$ cat config.mk
export PLATFORM = sky130hd
export DESIGN_NAME = credit_limited_reorder_buffer
export DESIGN_NICKNAME = d
export VERILOG_FILES = /design/src/rtl/core/crlb_pkg.sv /design/src/rtl/core/crlb_ram.sv /design/src/rtl/core/crlb_rsp_queue.sv /design/src/rtl/core/credit_limited_reorder_buffer.sv
export SDC_FILE = /design/constraint.sdc
export NUM_CORES = 1
export LEC_CHECK = 0
export ABC_AREA = 0
export BUFFER_PORTS_ARGS = -buffer_cell sky130_fd_sc_hd__buf_2
export CORE_MARGIN = 3
export CORE_UTILIZATION = 39
export DETAILED_ROUTE_END_ITERATION = 7
export SLEW_MARGIN = 10
export SYNTH_ARGS = -nofsm -noshare
export SYNTH_HDL_FRONTEND = slang
export SYNTH_HIERARCHICAL = 1
export SYNTH_SLANG_ARGS = --single-unit
$ cat constraint.sdc
create_clock -name clk -period 7.9 [get_ports clk]
set_clock_uncertainty 0.1 [all_clocks]
set_input_delay 1.58 -clock clk [delete_from_list [all_inputs] [get_ports clk]]
set_output_delay 1.58 -clock clk [all_outputs]
set_load 0.02 [all_outputs]
$ cat src/rtl/core/crlb_pkg.sv
// Package for the credit limited reorder buffer.
// Holds the request and result types, action and result codes.
// No dependencies.
package crlb_pkg;

  localparam logic [1:0] ACT_RESERVE = 2'd0;
  localparam logic [1:0] ACT_PUBLISH = 2'd1;
  localparam logic [1:0] ACT_RELEASE = 2'd2;
  localparam logic [1:0] ACT_STATUS  = 2'd3;

  localparam logic [2:0] KIND_GRANTED  = 3'd0;
  localparam logic [2:0] KIND_FULL     = 3'd1;
  localparam logic [2:0] KIND_EMITTED  = 3'd2;
  localparam logic [2:0] KIND_HELD     = 3'd3;
  localparam logic [2:0] KIND_REJECTED = 3'd4;
  localparam logic [2:0] KIND_STATUS   = 3'd5;

  localparam logic [4:0] CREDIT_RESET = 5'd16;

  typedef struct packed {
    logic [1:0]  action;
    logic [31:0] seq;
    logic [31:0] payload;
  } req_t;

  typedef struct packed {
    logic [2:0]  kind;
    logic [31:0] out_seq;
    logic [31:0] out_payload;
    logic [4:0]  in_flight;
    logic        idle;
    logic        last;
  } rsp_t;

endpackage

$ cat src/rtl/core/crlb_ram.sv
// Generic simple dual-port RAM, one write port and one registered read port.
// No dependencies.
module crlb_ram #(
  parameter int WIDTH = 32,
  parameter int DEPTH = 16
) (
  input  logic                     clk,
  input  logic                     wr_en,
  input  logic [$clog2(DEPTH)-1:0] wr_addr,
  input  logic [WIDTH-1:0]         wr_data,
  input  logic                     rd_en,
  input  logic [$clog2(DEPTH)-1:0] rd_addr,
  output logic [WIDTH-1:0]         rd_data
);

  logic [WIDTH-1:0] mem [DEPTH];

  always_ff @(posedge clk) begin
    if (wr_en) begin
      mem[wr_addr] <= wr_data;
    end
    if (rd_en) begin
      rd_data <= mem[rd_addr];
    end
  end

endmodule

$ cat src/rtl/core/crlb_rsp_queue.sv
// Two-entry result queue between the buffer logic and the result channel.
// Depends on crlb_pkg for the result type.
module crlb_rsp_queue (
  input  logic          clk,
  input  logic          rst,
  input  logic          push,
  input  crlb_pkg::rsp_t push_data,
  output logic          can_push,
  output logic          rsp_valid,
  input  logic          rsp_stall,
  output crlb_pkg::rsp_t rsp
);

  crlb_pkg::rsp_t q0;
  crlb_pkg::rsp_t q1;
  logic [1:0]     count;
  logic           pop;

  assign pop       = (count != 2'd0) && !rsp_stall;
  assign can_push  = (count != 2'd2);
  assign rsp_valid = (count != 2'd0);
  assign rsp       = q0;

  always_ff @(posedge clk) begin
    if (rst) begin
      count <= 2'd0;
    end else begin
      case ({push, pop})
        2'b10: count <= count + 2'd1;
        2'b01: count <= count - 2'd1;
        default: count <= count;
      endcase
    end
  end

  always_ff @(posedge clk) begin
    case ({push, pop})
      2'b10: begin
        if (count == 2'd0) begin
          q0 <= push_data;
        end else begin
          q1 <= push_data;
        end
      end
      2'b01: begin
        q0 <= q1;
      end
      2'b11: begin
        if (count == 2'd1) begin
          q0 <= push_data;
        end else begin
          q0 <= q1;
          q1 <= push_data;
        end
      end
      default: begin
        q0 <= q0;
      end
    endcase
  end

endmodule

$ cat src/rtl/core/credit_limited_reorder_buffer.sv
// Credit limited reorder buffer with in-order release.
// Requests arrive on req_valid/req_stall with a req_t payload; results leave on
// rsp_valid/rsp_stall with a rsp_t payload. cfg_we/cfg_wdata write credit_limit.
// Reserve, release, status, a rejected publish and a held publish each give one
// result, registered into the result queue when the request is taken; the next
// request may follow in the next cycle unless the queue is full. A publish of the
// next-in-order sequence number gives a burst of k emitted results: the first
// carries the request's own payload, the rest are read from the payload RAM, one
// per cycle while the queue has space; the block takes no request during a burst.
// Results pass through a two-entry queue: one result may wait while the next
// request is taken. When the receiver stalls and the queue is full, req_stall
// rises and a burst pauses until space returns.
// Reset (synchronous, rst high) clears every slot's valid bit, the grant and
// emit counters, the in-flight count and the ring head, and sets the credit
// limit to 16. The payload RAM needs no clearing.
// Depends on crlb_pkg, crlb_ram and crlb_rsp_queue.
module credit_limited_reorder_buffer #(
  parameter int DEPTH         = 16,
  parameter int PAYLOAD_WIDTH = 32
) (
  input  logic           clk,
  input  logic           rst,
  input  logic           req_valid,
  output logic           req_stall,
  input  crlb_pkg::req_t req,
  output logic           rsp_valid,
  input  logic           rsp_stall,
  output crlb_pkg::rsp_t rsp,
  input  logic           cfg_we,
  input  logic [4:0]     cfg_wdata
);

  localparam int IDXW    = $clog2(DEPTH);
  localparam int STORE_W = (PAYLOAD_WIDTH < 32) ? PAYLOAD_WIDTH : 32;
  localparam int LIMW    = 10;

  localparam logic ST_IDLE = 1'b0;
  localparam logic ST_EMIT = 1'b1;

  logic                state;
  logic                state_next;
  logic [IDXW-1:0]     head;
  logic [IDXW-1:0]     head_next;
  logic [IDXW-1:0]     head_inc;
  logic [31:0]         grant_seq;
  logic [31:0]         grant_seq_next;
  logic [31:0]         emit_seq;
  logic [31:0]         emit_seq_next;
  logic [4:0]          outstanding;
  logic [4:0]          outstanding_next;
  logic [4:0]          outstanding_dec;
  logic [4:0]          credit_limit;
  logic [DEPTH-1:0]    slot_valid;
  logic [DEPTH-1:0]    slot_valid_next;

  logic                accept;
  logic                can_push;
  logic                push;
  crlb_pkg::rsp_t      push_data;

  logic [31:0]         off;
  logic                in_window;
  logic [IDXW:0]       idx_sum;
  logic [IDXW-1:0]     idx;
  logic                credit_ok;

  logic                wr_en;
  logic                rd_en;
  logic [IDXW-1:0]     rd_addr;
  logic [STORE_W-1:0]  rd_data;

  assign req_stall = (state != ST_IDLE) || !can_push;
  assign accept    = req_valid && !req_stall;

  assign head_inc        = (head == IDXW'(DEPTH - 1)) ? '0 : head + IDXW'(1);
  assign outstanding_dec = (outstanding != 5'd0) ? outstanding - 5'd1 : 5'd0;

  assign off       = req.seq - emit_seq;
  assign in_window = off < 32'(DEPTH);
  assign idx_sum   = {1'b0, head} + {1'b0, off[IDXW-1:0]};
  assign idx       = (idx_sum >= (IDXW+1)'(DEPTH)) ? IDXW'(idx_sum - (IDXW+1)'(DEPTH))
                                                   : idx_sum[IDXW-1:0];

  assign credit_ok = (LIMW'(outstanding) < LIMW'(credit_limit))
                  && (LIMW'(outstanding) < LIMW'(DEPTH));

  assign wr_en = accept && (req.action == crlb_pkg::ACT_PUBLISH) && in_window
              && !slot_valid[idx] && (off != 32'd0);

  always_comb begin
    state_next       = state;
    head_next        = head;
    grant_seq_next   = grant_seq;
    emit_seq_next    = emit_seq;
    outstanding_next = outstanding;
    slot_valid_next  = slot_valid;
    push             = 1'b0;
    push_data        = '0;
    rd_en            = 1'b0;
    rd_addr          = head_inc;

    if (state == ST_IDLE) begin
      if (accept) begin
        push           = 1'b1;
        push_data.last = 1'b1;
        case (req.action)
          crlb_pkg::ACT_RESERVE: begin
            if (credit_ok) begin
              grant_seq_next         = grant_seq + 32'd1;
              outstanding_next       = outstanding + 5'd1;
              push_data.kind         = crlb_pkg::KIND_GRANTED;
              push_data.out_seq      = grant_seq;
            end else begin
              push_data.kind         = crlb_pkg::KIND_FULL;
            end
          end
          crlb_pkg::ACT_PUBLISH: begin
            if (!in_window || slot_valid[idx]) begin
              push_data.kind    = crlb_pkg::KIND_REJECTED;
              push_data.out_seq = req.seq;
            end else if (off != 32'd0) begin
              slot_valid_next[idx] = 1'b1;
              push_data.kind       = crlb_pkg::KIND_HELD;
              push_data.out_seq    = req.seq;
            end else begin
              outstanding_next      = outstanding_dec;
              head_next             = head_inc;
              emit_seq_next         = emit_seq + 32'd1;
              push_data.kind        = crlb_pkg::KIND_EMITTED;
              push_data.out_seq     = req.seq;
              push_data.out_payload = 32'(req.payload[STORE_W-1:0]);
              push_data.last        = !slot_valid[head_inc];
              if (slot_valid[head_inc]) begin
                rd_en      = 1'b1;
                state_next = ST_EMIT;
              end
            end
          end
          crlb_pkg::ACT_RELEASE: begin
            outstanding_next = outstanding_dec;
            push_data.kind   = crlb_pkg::KIND_STATUS;
          end
          default: begin
            push_data.kind = crlb_pkg::KIND_STATUS;
          end
        endcase
        push_data.in_flight = outstanding_next;
        push_data.idle      = (outstanding_next == 5'd0);
      end
    end else begin
      if (can_push) begin
        push                  = 1'b1;
        slot_valid_next[head] = 1'b0;
        head_next             = head_inc;
        emit_seq_next         = emit_seq + 32'd1;
        outstanding_next      = outstanding_dec;
        push_data.kind        = crlb_pkg::KIND_EMITTED;
        push_data.out_seq     = emit_seq;
        push_data.out_payload = 32'(rd_data);
        push_data.in_flight   = outstanding_dec;
        push_data.idle        = (outstanding_dec == 5'd0);
        push_data.last        = !slot_valid[head_inc];
        if (slot_valid[head_inc]) begin
          rd_en = 1'b1;
        end else begin
          state_next = ST_IDLE;
        end
      end
    end
  end

  always_ff @(posedge clk) begin
    if (rst) begin
      state        <= ST_IDLE;
      head         <= '0;
      grant_seq    <= 32'd0;
      emit_seq     <= 32'd0;
      outstanding  <= 5'd0;
      slot_valid   <= '0;
      credit_limit <= crlb_pkg::CREDIT_RESET;
    end else begin
      state       <= state_next;
      head        <= head_next;
      grant_seq   <= grant_seq_next;
      emit_seq    <= emit_seq_next;
      outstanding <= outstanding_next;
      slot_valid  <= slot_valid_next;
      if (cfg_we) begin
        credit_limit <= cfg_wdata;
      end
    end
  end

  crlb_ram #(
    .WIDTH (STORE_W),
    .DEPTH (DEPTH)
  ) u_payload_ram (
    .clk     (clk),
    .wr_en   (wr_en),
    .wr_addr (idx),
    .wr_data (req.payload[STORE_W-1:0]),
    .rd_en   (rd_en),
    .rd_addr (rd_addr),
    .rd_data (rd_data)
  );

  crlb_rsp_queue u_rsp_queue (
    .clk       (clk),
    .rst       (rst),
    .push      (push),
    .push_data (push_data),
    .can_push  (can_push),
    .rsp_valid (rsp_valid),
    .rsp_stall (rsp_stall),
    .rsp       (rsp)
  );

endmodule
After elaboration in Yosys (flattened, before gate mapping)
Memories as Yosys holds them, arrays and structs flattened. A register that Yosys moved wholly into a read port is not among the register bits.
Index checks and enable logic that the tools add are counted.
Operators by class
  $lt $le $gt $ge: 9
  bitwise operators: 4
  $add $sub $neg: 10
  equality and inequality tests: 14
  reduce and logical (&&, ||, !) cells: 36
  multiplexer cells: 74
Operator list (number)
  74-bit two-way mux: 6
  32-bit two-way mux: 10
  74-bit one-hot mux with 3 select lines: 1
  74-bit one-hot mux with 2 select lines: 1
  16-bit two-way mux: 6
  73-bit two-way mux: 1
  32-bit by 1-bit adder with 32-bit output (second input constant): 2
  32-bit one-hot mux with 2 select lines: 1
  5-bit two-way mux: 9
  35-bit two-way mux: 1
  33-bit two-way mux: 1
  32-bit by 5-bit < comparator with 1-bit output (second input constant): 1
  4-bit two-way mux: 8
  32-bit nonzero test: 1
  32-bit subtractor: 1
  1-bit two-way mux: 22
  16-bit bitwise AND: 1
  16-bit inverter: 1
  16-bit bitwise OR: 1
  4-bit by 5-bit < comparator with 1-bit output (second input constant): 3
  5-bit one-hot mux with 3 select lines: 1
  2-bit nonzero test: 6
  5-bit zero test: 2
  2-bit inequality test (second input constant): 5
  other kinds (30): 55
Word-level totals
  output and inout bits: 76
  bits in writable memories: 512
  bits of input ports: 76
  logic and storage cells: 168
  register bits after elaboration: 245
  memories kept: 1
Memories
  u_payload_ram.mem: words 16, width 32, read ports 1, clocked after Yosys merged registers in 1, write ports 1, RTL line crlb_ram.sv:16  | logic [WIDTH-1:0] mem [DEPTH];

Logic depth before layout (Yosys ltp)
  word-level depth: 16
  gate-level depth with buffers: 20
  depth with buffers taken out: 20

By module
Netlist, hierarchy kept.
By module, submodules not included
  crlb_ram: cells an instance 838, area an instance 20174.3 um^2, sequential area each 16335.7 um^2, instances 1
  credit_limited_reorder_buffer: cells an instance 1155, area an instance 8584.5 um^2, sequential area each 1901.8 um^2, instances 1
  crlb_rsp_queue: cells an instance 508, area an instance 6854.1 um^2, sequential area each 4484.3 um^2, instances 1

Worst setup path before layout
Ideal clock, no wire load.
  path type: input to register
  start: in req[32] (netlist name)
  end: mem u_payload_ram.mem[0][0] (enable)
  data required time: 7.339 ns
  cell stages on the path: 15
  arrival: 7.886 ns
  library setup time: 0.461 ns
  buffers on the path: 2
  path slack: -0.547 ns
  cells stage by stage: inv_1 > ha_1 > fa_1 > fa_1 > clkbuf_1 > mux4_2 > mux2i_1 > mux2_1 > nand4_1 > nor4_1 > nand2_1 > nor4b_2 > clkbuf_1 > or3b_2 > nor3_1
On the way
  cells in the longest elaborated chain, start to end: 11
  elaborated cells on any way between the ends: 15
  classes of those cells: add/sub: 3; order compare: 2; mux: 5; reduce/logical: 5
Ends and longest elaborated chain
  start: declaration: RTL line credit_limited_reorder_buffer.sv:25  | input crlb_pkg::req_t req,
  32-bit subtractor (*): RTL line credit_limited_reorder_buffer.sv:78  | assign off = req.seq - emit_seq;
  4-bit by 4-bit adder with 5-bit output: RTL line credit_limited_reorder_buffer.sv:80  | assign idx_sum = {1'b0, head} + {1'b0, off[IDXW-1:0]};
  4-bit by 1-bit subtractor with 4-bit output or 5-bit greater-or-equal comparator (tied branches): RTL line credit_limited_reorder_buffer.sv:81  | assign idx = (idx_sum >= (IDXW+1)'(DEPTH)) ? IDXW'(idx_sum - (IDXW+1)'(DEPTH))
  4-bit two-way mux: RTL line credit_limited_reorder_buffer.sv:81
  1-bit binary-select mux with 4-bit select: RTL line credit_limited_reorder_buffer.sv:88  | && !slot_valid[idx] && (off != 32'd0);
  1-bit two-way mux (not written as such): RTL line credit_limited_reorder_buffer.sv:88
  1-bit zero test: RTL line credit_limited_reorder_buffer.sv:88
  1-bit logical AND: RTL line credit_limited_reorder_buffer.sv:88
  1-bit logical AND (*): RTL line credit_limited_reorder_buffer.sv:88
  named net wr_en: RTL line credit_limited_reorder_buffer.sv:67  | logic wr_en;
  1-bit two-way mux (*): RTL line crlb_ram.sv:19  | if (wr_en) begin
  1-bit two-way mux (not written as such) (*): RTL line crlb_ram.sv:20  | mem[wr_addr] <= wr_data;
  end: declaration: RTL line crlb_ram.sv:16
The timed path passes the listed nets; every way through them passes the cells marked *. The select of a mux whose other input is x is not followed.

Final worst setup path
  start: in req[32] (netlist name)
  end: mem u_payload_ram.mem[2][16] (enable)
On the way
  cells in the longest elaborated chain, start to end: 11
  elaborated cells on any way between the ends: 15
  classes of those cells: add/sub: 3; order compare: 2; mux: 5; reduce/logical: 5
Ends and longest elaborated chain (RTL line)
  32-bit subtractor (*): credit_limited_reorder_buffer.sv:78
  4-bit by 4-bit adder with 5-bit output: credit_limited_reorder_buffer.sv:80
  4-bit by 1-bit subtractor with 4-bit output or 5-bit greater-or-equal comparator (tied branches): credit_limited_reorder_buffer.sv:81
  4-bit two-way mux: credit_limited_reorder_buffer.sv:81
  1-bit binary-select mux with 4-bit select: credit_limited_reorder_buffer.sv:88
  1-bit two-way mux (not written as such): credit_limited_reorder_buffer.sv:88
  1-bit zero test: credit_limited_reorder_buffer.sv:88
  1-bit logical AND (2 in a row): credit_limited_reorder_buffer.sv:88
  1-bit two-way mux: crlb_ram.sv:19
  1-bit two-way mux (not written as such): crlb_ram.sv:20
Every way passes the cells marked *; elsewhere a longest branch is shown, timed or not. The select of a mux whose other input is x is not followed.

==> run metrics <==
cell mode on critical path=fa_1; Yosys top cell by area=edfxtp_1; Iteration-0 DRC Markers=2283; CP Data Required Time=8.13 ns; Post-synth EDFFs=692; # resized after CTS=0; synthesized-area fraction occupied by adder cells=0.02010; Synth Area in Simple Gates=0.08067; Worst-Margin Slew=1.120 ns; Post-Synthesis Cell Area=35610 µm²; Critical Path, Cell by Cell=buf_2 > inv_1 > ha_1 > fa_1 > fa_1 > mux4_2 > mux2i_1 > mux2_1 > nand4_1 > nor4_1 > nand2_1 > nor4b_2 > buf_4 > or3b_2 > nor2_4 > buf_12; synth warn=6; Lkg Pwr=0.01355 µW; min Tclk post-route=7.318 ns; vias in the first global route=22.55k; final worst path period share=0.9264; GRT Total Usage=0.2002; startpoint types=primary input; first-pass GRT wire length=144900 µm; post-synthesis mux area share=0.1141; Max Slew Vio Count=0; syn nets=2633; total wire length=95920 µm; Total Power=10710 µW; hold_ws=0.3782 ns; fraction of layout cells with a size suffix above 1=0.1977; vias=22.63k; Slew HR=0.2520; Die Width=308.2 µm; most common cell in the netlist=edfxtp_1; sequential share of the synthesized area=0.6380; worst skew pair latency=0.63 ns; wire per inst=24.77 µm; Placer Congestion=0.8614; #FFs+latches synth=789; nature of the critical path endpoint=flip-flop; complex-gate fraction of the synthesized area=0.1053; Arr. time, crit path=7.55 ns; pwr dens=264.5 nW/µm²; top post-synthesis cells by count=edfxtp_1, nand2_1, a22oi_1, mux4_2, nor2_1; IO Pins=152; design area=40490 µm²; die height=308.2 µm; Final Net Count=2771; largest net degree at the start of global routing=98; H-tree Lvls=3; Post-CTS Hold Fix Bufs=0; Cell Area, Placed=37820 µm²; CTS Buffer Depth=3; cell count after synthesis=2501; Synth Area in XOR/XNOR=0.01296; drt pass-1 iters=6; syn avg cell area=14.24 µm²; HPWL after detailed placement=62770 µm; # rows=110; Hold Crit Class=reg -> reg; Crit-path slowest cell=fa_1; Clk pin slew, worst setup/hold paths=0.06 ns; CTS tree=yes; setup bufs post-CTS=0; Crit path largest cell delay=0.89 ns; Synth-to-Final Area Change=13.69%; FFs w/ async S/R, synth=0; max cap viols=0; clock sink count=789; count of cell types in the netlist=87; main combinational cell family by area after synthesis=multiplexers; unrepaired setup endpoints after global routing=no; starting density of the core=0.3944; vias per cell=5.843; Synth Flop Type=edfxtp_1; clock root buffer=clkbuf_16; peak supply drop=166.1 µV; Die Area=94980 µm²; status=finished, final reports clean; initial antenna violation count=4; total gr overflow=0; f_max=0.1366 GHz; setup violators final=0; TNS Setup=0 ns; Hold Fails Final Rpt=0; CTS Buf Count=81; WS Path Type=in -> reg; Synth area leaders=edfxtp_1, mux4_2, dfxtp_1, a22oi_1, nand2_1; Core ar.=90290 µm²; # DRC=0; I/O Buffers=151; Yosys top cell area share=0.5835; Final ANT Viol Nets=0; Critical Path Fanout Max=21
[per-stage QoR]
step,setup slack [ns],cells,utilization
floorplan,0.3252,2501,-
global placement,-0.01393,3731,0.4189
CTS,0.5792,3871,0.4483
finish,0.5818,3873,0.4484
detailed placement,-0.05880,3731,0.4189
global route,0.4535,3872,0.4484
[final cells by class]
cell class,count,area (µm²)
fillers,7899,49800
flip-flops and latches,789,22720
multi-input cells,1489,12100
clock buffers,102,2188
well taps,1176,1471
repair buffers,209,1279
clock inverters,38,467.9
inverters,69,259.0
diodes,1,2.502
[logic make-up after synthesis]
kind of cell | Yosys count
AOI/OAI and AO/OA | 545
xor gates and xnor gates | 51
adders and majority gates | 56
buffers and inverters | 223
DFF | 789
muxes | 225
and+or+nand+nor | 612
[report_power, final]
group	switching (µW)	leakage [µW]	internal (µW)
clock	1590	0.00130	2260
combinational	1160	0.00510	505
sequential	186	0.00715	5010
total	2940	0.0135	7770
[critical path: cells and delay by family]
| family | cells | cell delay [ns] |
|---|---|---|
| adders and majority gates | 3 | 1.61 |
| and+or+nand+nor | 6 | 2.63 |
| muxes | 3 | 0.96 |
| buffers and inverters | 4 | 0.72 |
[cell usage in the layout, fill, tap and decap left out, types with 12 or more instances in the layout]
cell       count
xor2_1        26
edfxtp_1     692
mux4_2       137
nand2b_1      12
o22ai_1       36
clkbuf_16     83
buf_4         51
buf_2        151
or3_1         36
a22oi_1      171
o21ai_0       80
ha_1          49
nor2_4        15
nor2_1        99
xnor2_1       23
nor4_1        16
nor3_1        24
nand2_1      283
a21oi_1       95
and3_1        16
clkbuf_1      15
nand3_1       30
a22o_1        34
inv_1         67
dfxtp_1       97
nand4_1       24
mux2_1        76
clkinv_2      15
[layer usage]
metal / global-route usage / wire length [µm]
met4: 0.05730 / 2487
met3: 0.02740 / 5305
met1: 0.2712 / 40690
met2: 0.3384 / 47430
met5: 0 / 0
[final timing paths]
kind | startpoint | to | slack, ns | depth (start not counted)
worst max register to register | emit_seq[0]$_SDFFE_PP0P_ | u_payload_ram/mem[2][16]$_DFFE_PP_ | 1.31 | 14
worst max-delay path | req[32] | u_payload_ram/mem[2][16]$_DFFE_PP_ | 0.58 | 16
worst min register to register | grant_seq[31]$_SDFFE_PP0P_ | grant_seq[31]$_SDFFE_PP0P_ | 0.38 | 2
worst min-delay path | grant_seq[31]$_SDFFE_PP0P_ | grant_seq[31]$_SDFFE_PP0P_ | 0.38 | 2
[flip-flops by register name, indices dropped and copies added, names as in the netlist]
| name | flops |
|---|---|
| credit_limit | 5 |
| grant_seq | 32 |
| head | 4 |
| slot_valid | 16 |
| u_payload_ram/rd_data | 32 |
| state | 1 |
| u_payload_ram/mem | 512 |
| emit_seq | 32 |
| outstanding | 5 |
| u_rsp_queue/rsp | 74 |
| u_rsp_queue/count | 2 |
| u_rsp_queue/q1 | 74 |
No activity file was read; power rests on OpenSTA's default activity.
